[config.mk]
export PLATFORM = sky130hd
export DESIGN_NAME = dxt1_block_pixel_decoder_core
export DESIGN_NICKNAME = d
export VERILOG_FILES = /design/src/rtl/core/dxbd_pkg.sv /design/src/rtl/core/dxbd_front.sv /design/src/rtl/core/dxbd_queue.sv /design/src/rtl/core/dxbd_back.sv /design/src/rtl/core/dxt1_block_pixel_decoder_core.sv
export SDC_FILE = /design/constraint.sdc
export NUM_CORES = 1
export LEC_CHECK = 0
export ABC_AREA = 0
export BUFFER_PORTS_ARGS = -buffer_cell sky130_fd_sc_hd__buf_2
export CORE_ASPECT_RATIO = 1.5
export CORE_MARGIN = 10
export CORE_UTILIZATION = 60
export DETAILED_ROUTE_END_ITERATION = 6
export GPL_TIMING_DRIVEN = 0
export PLACE_DENSITY_LB_ADDON = 0.15
export SYNTH_ARGS = -nofsm -noshare
export SYNTH_HDL_FRONTEND = slang
export SYNTH_SLANG_ARGS = --single-unit
[constraint.sdc]
create_clock -name aclk -period 9.8 [get_ports aclk]
set_input_delay 1.96 -clock aclk [delete_from_list [all_inputs] [get_ports aclk]]
set_output_delay 1.96 -clock aclk [all_outputs]
set_load 0.005 [all_outputs]
[src/rtl/core/dxbd_pkg.sv]
// Shared types, constants and color helper functions of the block pixel decoder.
`timescale 1ns / 1ps

package dxbd_pkg;

    localparam int COLOR_W        = 16;
    localparam int INDEX_W        = 32;
    localparam int COORD_W        = 14;
    localparam int CHAN_W         = 8;
    localparam int SUM_W          = 10;
    localparam int PROD_W         = 20;
    localparam int PAL_SIZE       = 4;
    localparam int PIX_CNT_W      = 4;
    localparam int EDGE_W         = 2;
    localparam int DXBD_QUEUE_DEPTH = 2;

    localparam logic [PIX_CNT_W-1:0] PIX_LAST     = 4'd15;
    localparam logic [SUM_W-1:0]     RECIP_THIRD  = 10'd683;
    localparam int                   RECIP_SHIFT  = 11;

    typedef struct packed {
        logic [PAL_SIZE-1:0][CHAN_W-1:0] red;
        logic [PAL_SIZE-1:0][CHAN_W-1:0] green;
        logic [PAL_SIZE-1:0][CHAN_W-1:0] blue;
        logic [INDEX_W-1:0]              index_bits;
        logic [COORD_W-1:0]              block_x;
        logic [COORD_W-1:0]              block_y;
    } blk_t;

    function automatic logic [CHAN_W-1:0] widen5(input logic [4:0] v);
        widen5 = {v, v[4:2]};
    endfunction

    function automatic logic [CHAN_W-1:0] widen6(input logic [5:0] v);
        widen6 = {v, v[5:4]};
    endfunction

    // Exact floor(x / 3) for x below 768, as a multiply by a scaled reciprocal.
    function automatic logic [CHAN_W-1:0] div3(input logic [SUM_W-1:0] x);
        logic [PROD_W-1:0] prod;
        prod = PROD_W'(x) * PROD_W'(RECIP_THIRD);
        div3 = prod[RECIP_SHIFT +: CHAN_W];
    endfunction

endpackage

[src/rtl/core/dxbd_front.sv]
// Front stage: accepts a block, unpacks the endpoints and builds the four-entry palette.
`timescale 1ns / 1ps

module dxbd_front
    import dxbd_pkg::*;
(
    input  logic               aclk,
    input  logic               aresetn,
    input  logic               s_valid,
    output logic               s_ready,
    input  logic [COLOR_W-1:0] s_color_a,
    input  logic [COLOR_W-1:0] s_color_b,
    input  logic [INDEX_W-1:0] s_index_bits,
    input  logic [COORD_W-1:0] s_block_x,
    input  logic [COORD_W-1:0] s_block_y,
    output logic               q_valid,
    input  logic               q_ready,
    output blk_t               q_blk
);

    logic [2:0][CHAN_W-1:0] chan_a;
    logic [2:0][CHAN_W-1:0] chan_b;
    blk_t                   blk_next;
    blk_t                   blk_reg;
    logic                   valid_reg;

    always_comb begin
        chan_a[0] = widen5(s_color_a[4:0]);
        chan_a[1] = widen6(s_color_a[10:5]);
        chan_a[2] = widen5(s_color_a[15:11]);
        chan_b[0] = widen5(s_color_b[4:0]);
        chan_b[1] = widen6(s_color_b[10:5]);
        chan_b[2] = widen5(s_color_b[15:11]);

        blk_next.red[0]   = chan_a[0];
        blk_next.red[1]   = chan_b[0];
        blk_next.red[2]   = div3({1'b0, chan_a[0], 1'b0} + {2'b00, chan_b[0]});
        blk_next.red[3]   = div3({2'b00, chan_a[0]} + {1'b0, chan_b[0], 1'b0});
        blk_next.green[0] = chan_a[1];
        blk_next.green[1] = chan_b[1];
        blk_next.green[2] = div3({1'b0, chan_a[1], 1'b0} + {2'b00, chan_b[1]});
        blk_next.green[3] = div3({2'b00, chan_a[1]} + {1'b0, chan_b[1], 1'b0});
        blk_next.blue[0]  = chan_a[2];
        blk_next.blue[1]  = chan_b[2];
        blk_next.blue[2]  = div3({1'b0, chan_a[2], 1'b0} + {2'b00, chan_b[2]});
        blk_next.blue[3]  = div3({2'b00, chan_a[2]} + {1'b0, chan_b[2], 1'b0});
        blk_next.index_bits = s_index_bits;
        blk_next.block_x    = s_block_x;
        blk_next.block_y    = s_block_y;
    end

    assign s_ready = !valid_reg || q_ready;
    assign q_valid = valid_reg;
    assign q_blk   = blk_reg;

    always_ff @(posedge aclk) begin
        if (!aresetn) begin
            valid_reg <= 1'b0;
        end else if (s_ready) begin
            valid_reg <= s_valid;
        end
    end

    always_ff @(posedge aclk) begin
        if (s_valid && s_ready) begin
            blk_reg <= blk_next;
        end
    end

endmodule

[src/rtl/core/dxbd_queue.sv]
// Short queue of decoded blocks between the front and back stages.
`timescale 1ns / 1ps

module dxbd_queue
    import dxbd_pkg::*;
#(
    parameter int DEPTH = DXBD_QUEUE_DEPTH
) (
    input  logic aclk,
    input  logic aresetn,
    input  logic wr_valid,
    output logic wr_ready,
    input  blk_t wr_blk,
    output logic rd_valid,
    input  logic rd_pop,
    output blk_t rd_blk
);

    localparam int PTR_W = (DEPTH > 1) ? $clog2(DEPTH) : 1;
    localparam int CNT_W = $clog2(DEPTH + 1);

    blk_t             mem [DEPTH];
    logic [PTR_W-1:0] wr_ptr_reg;
    logic [PTR_W-1:0] rd_ptr_reg;
    logic [CNT_W-1:0] count_reg;
    logic             push;
    logic             pop;

    assign wr_ready = count_reg != CNT_W'(DEPTH);
    assign rd_valid = count_reg != '0;
    assign rd_blk   = mem[rd_ptr_reg];
    assign push     = wr_valid && wr_ready;
    assign pop      = rd_pop && rd_valid;

    always_ff @(posedge aclk) begin
        if (!aresetn) begin
            wr_ptr_reg <= '0;
            rd_ptr_reg <= '0;
            count_reg  <= '0;
        end else begin
            if (push) begin
                wr_ptr_reg <= (wr_ptr_reg == PTR_W'(DEPTH - 1)) ? '0 : wr_ptr_reg + 1'b1;
            end
            if (pop) begin
                rd_ptr_reg <= (rd_ptr_reg == PTR_W'(DEPTH - 1)) ? '0 : rd_ptr_reg + 1'b1;
            end
            if (push && !pop) begin
                count_reg <= count_reg + 1'b1;
            end else if (pop && !push) begin
                count_reg <= count_reg - 1'b1;
            end
        end
    end

    always_ff @(posedge aclk) begin
        if (push) begin
            mem[wr_ptr_reg] <= wr_blk;
        end
    end

endmodule

[src/rtl/core/dxbd_back.sv]
// Back stage: walks the sixteen pixels of the head block into the output register.
`timescale 1ns / 1ps

module dxbd_back
    import dxbd_pkg::*;
(
    input  logic               aclk,
    input  logic               aresetn,
    input  logic               q_valid,
    output logic               q_pop,
    input  blk_t               q_blk,
    output logic               m_valid,
    input  logic               m_ready,
    output logic [COORD_W-1:0] m_pixel_x,
    output logic [COORD_W-1:0] m_pixel_y,
    output logic [CHAN_W-1:0]  m_red,
    output logic [CHAN_W-1:0]  m_green,
    output logic [CHAN_W-1:0]  m_blue,
    output logic               m_last
);

    logic [PIX_CNT_W-1:0] count_reg;
    logic                 m_valid_reg;
    logic [COORD_W-1:0]   pixel_x_reg;
    logic [COORD_W-1:0]   pixel_y_reg;
    logic [CHAN_W-1:0]    red_reg;
    logic [CHAN_W-1:0]    green_reg;
    logic [CHAN_W-1:0]    blue_reg;
    logic                 last_reg;
    logic                 load;
    logic [EDGE_W-1:0]    sel;
    logic [EDGE_W-1:0]    col;
    logic [EDGE_W-1:0]    row;

    assign load  = q_valid && (!m_valid_reg || m_ready);
    assign q_pop = load && (count_reg == PIX_LAST);
    assign sel   = q_blk.index_bits[{count_reg, 1'b0} +: EDGE_W];
    assign col   = count_reg[EDGE_W-1:0];
    // Rows are emitted bottom-up, so the row offset is the inverted row count.
    assign row   = ~count_reg[PIX_CNT_W-1:EDGE_W];

    always_ff @(posedge aclk) begin
        if (!aresetn) begin
            count_reg   <= '0;
            m_valid_reg <= 1'b0;
        end else begin
            if (load) begin
                count_reg <= count_reg + 1'b1;
            end
            if (load) begin
                m_valid_reg <= 1'b1;
            end else if (m_ready) begin
                m_valid_reg <= 1'b0;
            end
        end
    end

    always_ff @(posedge aclk) begin
        if (load) begin
            pixel_x_reg <= q_blk.block_x + {{(COORD_W-EDGE_W){1'b0}}, col};
            pixel_y_reg <= q_blk.block_y + {{(COORD_W-EDGE_W){1'b0}}, row};
            red_reg     <= q_blk.red[sel];
            green_reg   <= q_blk.green[sel];
            blue_reg    <= q_blk.blue[sel];
            last_reg    <= count_reg == PIX_LAST;
        end
    end

    assign m_valid   = m_valid_reg;
    assign m_pixel_x = pixel_x_reg;
    assign m_pixel_y = pixel_y_reg;
    assign m_red     = red_reg;
    assign m_green   = green_reg;
    assign m_blue    = blue_reg;
    assign m_last    = last_reg;

endmodule

[src/rtl/core/dxt1_block_pixel_decoder_core.sv]
// Top level of the block pixel decoder: front stage, block queue and pixel back stage.
//
//  Channel | Direction | Handshake          | Payload
//  s_      | input     | s_valid / s_ready  | color_a, color_b, index_bits, block_x, block_y
//  m_      | output    | m_valid / m_ready  | pixel_x, pixel_y, red, green, blue, last
//
// Each block produces sixteen pixels, one per cycle while m_ready does not stall the output;
// the back stage's single output register sets that rate. A block passes the front register,
// the queue memory and the back output register before its first pixel appears.
// The front stage and queue take further blocks while the back stage is busy or stalled.
// Reset is synchronous and active low, and empties all stages.
`timescale 1ns / 1ps

module dxt1_block_pixel_decoder_core
    import dxbd_pkg::*;
#(
    parameter int QUEUE_DEPTH = DXBD_QUEUE_DEPTH
) (
    input  logic               aclk,
    input  logic               aresetn,
    input  logic               s_valid,
    output logic               s_ready,
    input  logic [COLOR_W-1:0] s_color_a,
    input  logic [COLOR_W-1:0] s_color_b,
    input  logic [INDEX_W-1:0] s_index_bits,
    input  logic [COORD_W-1:0] s_block_x,
    input  logic [COORD_W-1:0] s_block_y,
    output logic               m_valid,
    input  logic               m_ready,
    output logic [COORD_W-1:0] m_pixel_x,
    output logic [COORD_W-1:0] m_pixel_y,
    output logic [CHAN_W-1:0]  m_red,
    output logic [CHAN_W-1:0]  m_green,
    output logic [CHAN_W-1:0]  m_blue,
    output logic               m_last
);

    logic fq_valid;
    logic fq_ready;
    blk_t fq_blk;
    logic qb_valid;
    logic qb_pop;
    blk_t qb_blk;

    dxbd_front u_front (
        .aclk         (aclk),
        .aresetn      (aresetn),
        .s_valid      (s_valid),
        .s_ready      (s_ready),
        .s_color_a    (s_color_a),
        .s_color_b    (s_color_b),
        .s_index_bits (s_index_bits),
        .s_block_x    (s_block_x),
        .s_block_y    (s_block_y),
        .q_valid      (fq_valid),
        .q_ready      (fq_ready),
        .q_blk        (fq_blk)
    );

    dxbd_queue #(
        .DEPTH (QUEUE_DEPTH)
    ) u_queue (
        .aclk     (aclk),
        .aresetn  (aresetn),
        .wr_valid (fq_valid),
        .wr_ready (fq_ready),
        .wr_blk   (fq_blk),
        .rd_valid (qb_valid),
        .rd_pop   (qb_pop),
        .rd_blk   (qb_blk)
    );

    dxbd_back u_back (
        .aclk      (aclk),
        .aresetn   (aresetn),
        .q_valid   (qb_valid),
        .q_pop     (qb_pop),
        .q_blk     (qb_blk),
        .m_valid   (m_valid),
        .m_ready   (m_ready),
        .m_pixel_x (m_pixel_x),
        .m_pixel_y (m_pixel_y),
        .m_red     (m_red),
        .m_green   (m_green),
        .m_blue    (m_blue),
        .m_last    (m_last)
    );

endmodule

==> run_summary.xml <==
<?xml version="1.0" encoding="UTF-8"?>
<metrics>
  <group name="outcome">
    <metric name="outcome" unit="">finished, final reports clean</metric>
  </group>
  <group name="die">
    <metric name="die_height" unit="um">288</metric>
    <metric name="die_area" unit="um^2">57100</metric>
    <metric name="fp.coreArea" unit="um^2">47500</metric>
    <metric name="placementRows" unit="">98</metric>
    <metric name="number_of_top_level_design_ports" unit="">151</metric>
    <metric name="die_width" unit="um">198</metric>
    <metric name="effective_utilization_at_floorplan" unit="%">60.4</metric>
  </group>
  <group name="min_path">
    <metric name="hold_crit_endpoint" unit="">u_queue.mem[0][154]</metric>
    <metric name="hold_depth" unit="">0</metric>
    <metric name="worstHoldPathType" unit="">reg2reg</metric>
    <metric name="hold_start" unit="">u_front.q_blk[154]</metric>
  </group>
  <group name="critical_path">
    <metric name="cpPeakStageDelay" unit="ns">0.74</metric>
    <metric name="critical_path.slowest_cell" unit="">sky130_fd_sc_hd__o21ai_0</metric>
    <metric name="crit_required" unit="ns">10.10</metric>
    <metric name="reg2reg_setup_slack" unit="ns">4.73</metric>
    <metric name="critical_path.most_common_cell" unit="">sky130_fd_sc_hd__ha_1</metric>
    <metric name="endpoint_kind" unit="">flop</metric>
    <metric name="cp_num_buf_inv" unit="">4</metric>
    <metric name="type_of_the_setup_path_with_the_least_slack" unit="">in2reg</metric>
    <metric name="worstRegToRegCells" unit="">17</metric>
    <metric name="critical_path_arrival" unit="ns">8.47</metric>
    <metric name="worstReg2RegEnd" unit="">u_back.m_pixel_x[13]</metric>
    <metric name="critPathMaxFanout" unit="">6</metric>
    <metric name="timing.critical_path.from_type" unit="">input port</metric>
    <metric name="path_delay_family" unit="">adder cells</metric>
    <metric name="crit_path_cell_trace" unit="">buf_2 -&gt; ha_1 -&gt; fa_1 -&gt; a21oi_1 -&gt; o211ai_1 -&gt; a21oi_1 -&gt; nor2b_1 -&gt; o21ai_0 -&gt; inv_1 -&gt; ha_1 -&gt; ha_1 -&gt; inv_1 -&gt; fa_1 -&gt; fa_1 -&gt; inv_1 -&gt; ha_1 -&gt; ha_1 -&gt; and4_1 -&gt; o211ai_1 -&gt; o211ai_1 -&gt; a211oi_1 -&gt; o41ai_1 -&gt; a21oi_1 -&gt; xnor2_1</metric>
  </group>
  <group name="finish">
    <metric name="top_register" unit="">u_queue.mem</metric>
    <metric name="area_delta_synth_final" unit="%">11.8</metric>
    <metric name="final_util" unit="%">67.5</metric>
    <metric name="largest_reg_flops" unit="">280</metric>
    <metric name="stdcell_count" unit="">2887</metric>
    <metric name="drive_gt1_share" unit="%">12.9</metric>
    <metric name="final_net_count" unit="">2855</metric>
  </group>
  <group name="global_route">
    <metric name="first_global_vias" unit="">17753</metric>
    <metric name="gr-total-overflow" unit="">0</metric>
    <metric name="grt_use_total" unit="%">21.1</metric>
    <metric name="grt_max_degree" unit="">60</metric>
    <metric name="grt_antenna_before_repair" unit="">2</metric>
    <metric name="grt_pass1_wl" unit="um">93200</metric>
  </group>
  <group name="place">
    <metric name="portbufs" unit="">150</metric>
    <metric name="place.detailed.hpwl" unit="um">46200</metric>
    <metric name="gp_routability_congestion" unit="">0.869</metric>
    <metric name="place.detailed.instances" unit="">2802</metric>
  </group>
  <group name="drt">
    <metric name="drtAntennaViolNets" unit="">0</metric>
    <metric name="vias" unit="">16368</metric>
    <metric name="post-route-drc-count" unit="">0</metric>
    <metric name="dr_pass1_iterations" unit="">5</metric>
    <metric name="via_per_inst" unit="">5.67</metric>
    <metric name="detailedRoute.firstIterationViolations" unit="">718</metric>
    <metric name="wl_per_cell" unit="um">20.5</metric>
    <metric name="final_routed_wirelength" unit="um">59100</metric>
  </group>
  <group name="logic_synthesis">
    <metric name="synth_largest_type_area_fraction" unit="%">49.6</metric>
    <metric name="top_cells_by_area_in_the_synthesized_netlist" unit="">sky130_fd_sc_hd__edfxtp_1, sky130_fd_sc_hd__ha_1, sky130_fd_sc_hd__fa_1, sky130_fd_sc_hd__inv_1, sky130_fd_sc_hd__xnor2_1</metric>
    <metric name="netlist_top_cells_count" unit="">sky130_fd_sc_hd__edfxtp_1, sky130_fd_sc_hd__ha_1, sky130_fd_sc_hd__inv_1, sky130_fd_sc_hd__fa_1, sky130_fd_sc_hd__xnor2_1</metric>
    <metric name="yosys.area.top_type" unit="">sky130_fd_sc_hd__edfxtp_1</metric>
    <metric name="synth_warnings" unit="">0</metric>
    <metric name="post_synthesis_net_count" unit="">2646</metric>
    <metric name="synth-async-reset-ratio" unit="%">0</metric>
    <metric name="synth_cells" unit="">2040</metric>
    <metric name="number_of_synthesized_flops_with_an_enable_pin" unit="">473</metric>
    <metric name="average_size_of_a_mapped_cell" unit="um^2">14.0</metric>
    <metric name="ys_seq_area_share" unit="%">50.4</metric>
    <metric name="synth_most_common_cell" unit="">sky130_fd_sc_hd__edfxtp_1</metric>
    <metric name="netlist_area" unit="um^2">28600</metric>
    <metric name="synth_top_flop_cell" unit="">sky130_fd_sc_hd__edfxtp_1</metric>
    <metric name="synth.distinct_cells" unit="">66</metric>
    <metric name="ys_ff_latch" unit="">484</metric>
  </group>
  <group name="timing">
    <metric name="report.final.hold_viol_count" unit="">0</metric>
    <metric name="grt_setup_unrepaired" unit="">no</metric>
    <metric name="finalSetupViolations" unit="">0</metric>
    <metric name="worst_pin_slew" unit="ns">0.944</metric>
    <metric name="timing.final.crit_period" unit="ns">8.17</metric>
    <metric name="worst_slew_margin_rel" unit="%">36.4</metric>
    <metric name="max_clock_freq" unit="MHz">122</metric>
    <metric name="min_period_over_period" unit="%">83.4</metric>
    <metric name="finClkSkew" unit="ns">0.0213</metric>
    <metric name="timing.final.max_slew_violations" unit="">0</metric>
  </group>
  <group name="clock_network">
    <metric name="cts.htree.levels" unit="">2</metric>
    <metric name="cts_tree" unit="">yes</metric>
    <metric name="clock-root-buffer" unit="">sky130_fd_sc_hd__clkbuf_16</metric>
    <metric name="cts.path.max_buffers" unit="">3</metric>
    <metric name="hold_buffers" unit="">0</metric>
    <metric name="clk_slew_on_worst_s_h_paths" unit="ns">0.07</metric>
    <metric name="number_of_buffers_created_by_cts" unit="">45</metric>
    <metric name="clock_latency_late_sink" unit="ns">0.56</metric>
    <metric name="clkSinkCount" unit="">484</metric>
    <metric name="cts_resized" unit="">0</metric>
    <metric name="postCtsSetupBuffers" unit="">0</metric>
  </group>
  <group name="job">
    <metric name="max-cap-violations" unit="">0</metric>
  </group>
  <group name="power">
    <metric name="power-per-cell-area" unit="nW/um^2">340</metric>
    <metric name="total_leakage_power" unit="nW">13.6</metric>
    <metric name="maximum_ir_drop_on_the_vdd_rail" unit="V">0.000352</metric>
    <metric name="p_total" unit="mW">10.9</metric>
  </group>
</metrics>
[layout by cell type (no fill, tap or decap), drive strengths merged, types with 10 or more instances in the layout]
cell type and count:
mux4 15, xnor2 101, inv 269, and2 19
xor2 48, buf 182, nor3 20, dfxtp 11
o211ai 14, clkbuf 65, nand2 38, a21o 19
nor2b 21, nand2b 11, edfxtp 473, mux2i 71
o21bai 16, fa 130, nor2 70, o21ai 24
clkinv 17, nand3 16, mux2 37, a21oi 68
and3 10, ha 380, o22ai 16, o221ai 16
[per-layer routing]
layer	track usage, %	share of wire [%]
met2	40.5	55
met3	2.64	4.3
met5	0	0.017
met4	6.57	2.9
met1	23.4	37
[metrics by stage]
stage                     setup WS, ns  TNS (ns)  hold WS, ns  cell area (um^2)
after global placement          -0.512    -70.28        0.423             30100
after floorplan                   2.17         0        0.421             28600
after global routing              1.30         0        0.445             32000
final                             1.63         0        0.435             32000
after CTS                         1.64         0        0.438             32000
after detailed placement          1.08         0        0.431             30500
[cell families (layout without fill, tap and decap cells)]
group | Yosys count | after routing | share of synthesized area, %
compound gates | 241 | 241 | 5.70
fa+ha+maj | 510 | 510 | 25.7
flops | 484 | 484 | 50.4
mux | 123 | 123 | 5.32
simple gates | 235 | 235 | 4.14
other cells | 0 | 2 | 0
buf+inv | 298 | 543 | 4.24
xor+xnor | 149 | 149 | 4.56
[power breakdown]
| group | internal [mW] | switching [mW] | leakage (nW) |
|---|---|---|---|
| clock network | 1.07 | 0.747 | 0.762 |
| registers | 2.89 | 0.121 | 4.52 |
| logic | 2.67 | 3.40 | 8.36 |
[final cells by class]
class / instances / area [um^2]
sequential: 484 / 14400
fill: 3375 / 15400
buffer: 33 / 220
inverter: 265 / 995
antenna: 2 / 5.00
clock inverter: 31 / 362
clock buffer: 52 / 1190
multi-input combinational: 1258 / 13000
timing repair buffer: 162 / 1050
tap: 600 / 751
[worst max-delay path by stage]
| stage | start | end | slack, ns | depth (start not counted) |
|---|---|---|---|---|
| finish | s_color_a[13] | u_front.q_blk[83] | 1.63 | 24 |
| global route | s_color_a[13] | u_front.q_blk[83] | 1.30 | 24 |
| floorplan | s_color_a[10] | u_front.q_blk[123] | 2.17 | 25 |
| global placement | u_queue.count_reg[0] | u_queue.mem[0][111] | -0.51 | 3 |
| detailed placement | s_color_a[13] | u_front.q_blk[83] | 1.08 | 24 |
| CTS | s_color_a[13] | u_front.q_blk[83] | 1.64 | 24 |
[worst register-to-register path: stages (launching register included)]
cell and delay, ns:
sky130_fd_sc_hd__dfxtp_1 0.32, sky130_fd_sc_hd__buf_6 0.14, sky130_fd_sc_hd__buf_12 0.15, sky130_fd_sc_hd__buf_2 0.32
sky130_fd_sc_hd__buf_2 0.35, sky130_fd_sc_hd__clkbuf_1 0.43, sky130_fd_sc_hd__clkbuf_1 0.58, sky130_fd_sc_hd__clkbuf_1 0.57
sky130_fd_sc_hd__mux2i_1 0.34, sky130_fd_sc_hd__inv_1 0.07, sky130_fd_sc_hd__ha_1 0.28, sky130_fd_sc_hd__a21oi_1 0.11
sky130_fd_sc_hd__a211oi_1 0.39, sky130_fd_sc_hd__nand2_1 0.15, sky130_fd_sc_hd__nor2_1 0.23, sky130_fd_sc_hd__nand2_1 0.13
sky130_fd_sc_hd__nor2_1 0.15, sky130_fd_sc_hd__xnor2_1 0.11
Power figures use the tool's default switching activity.
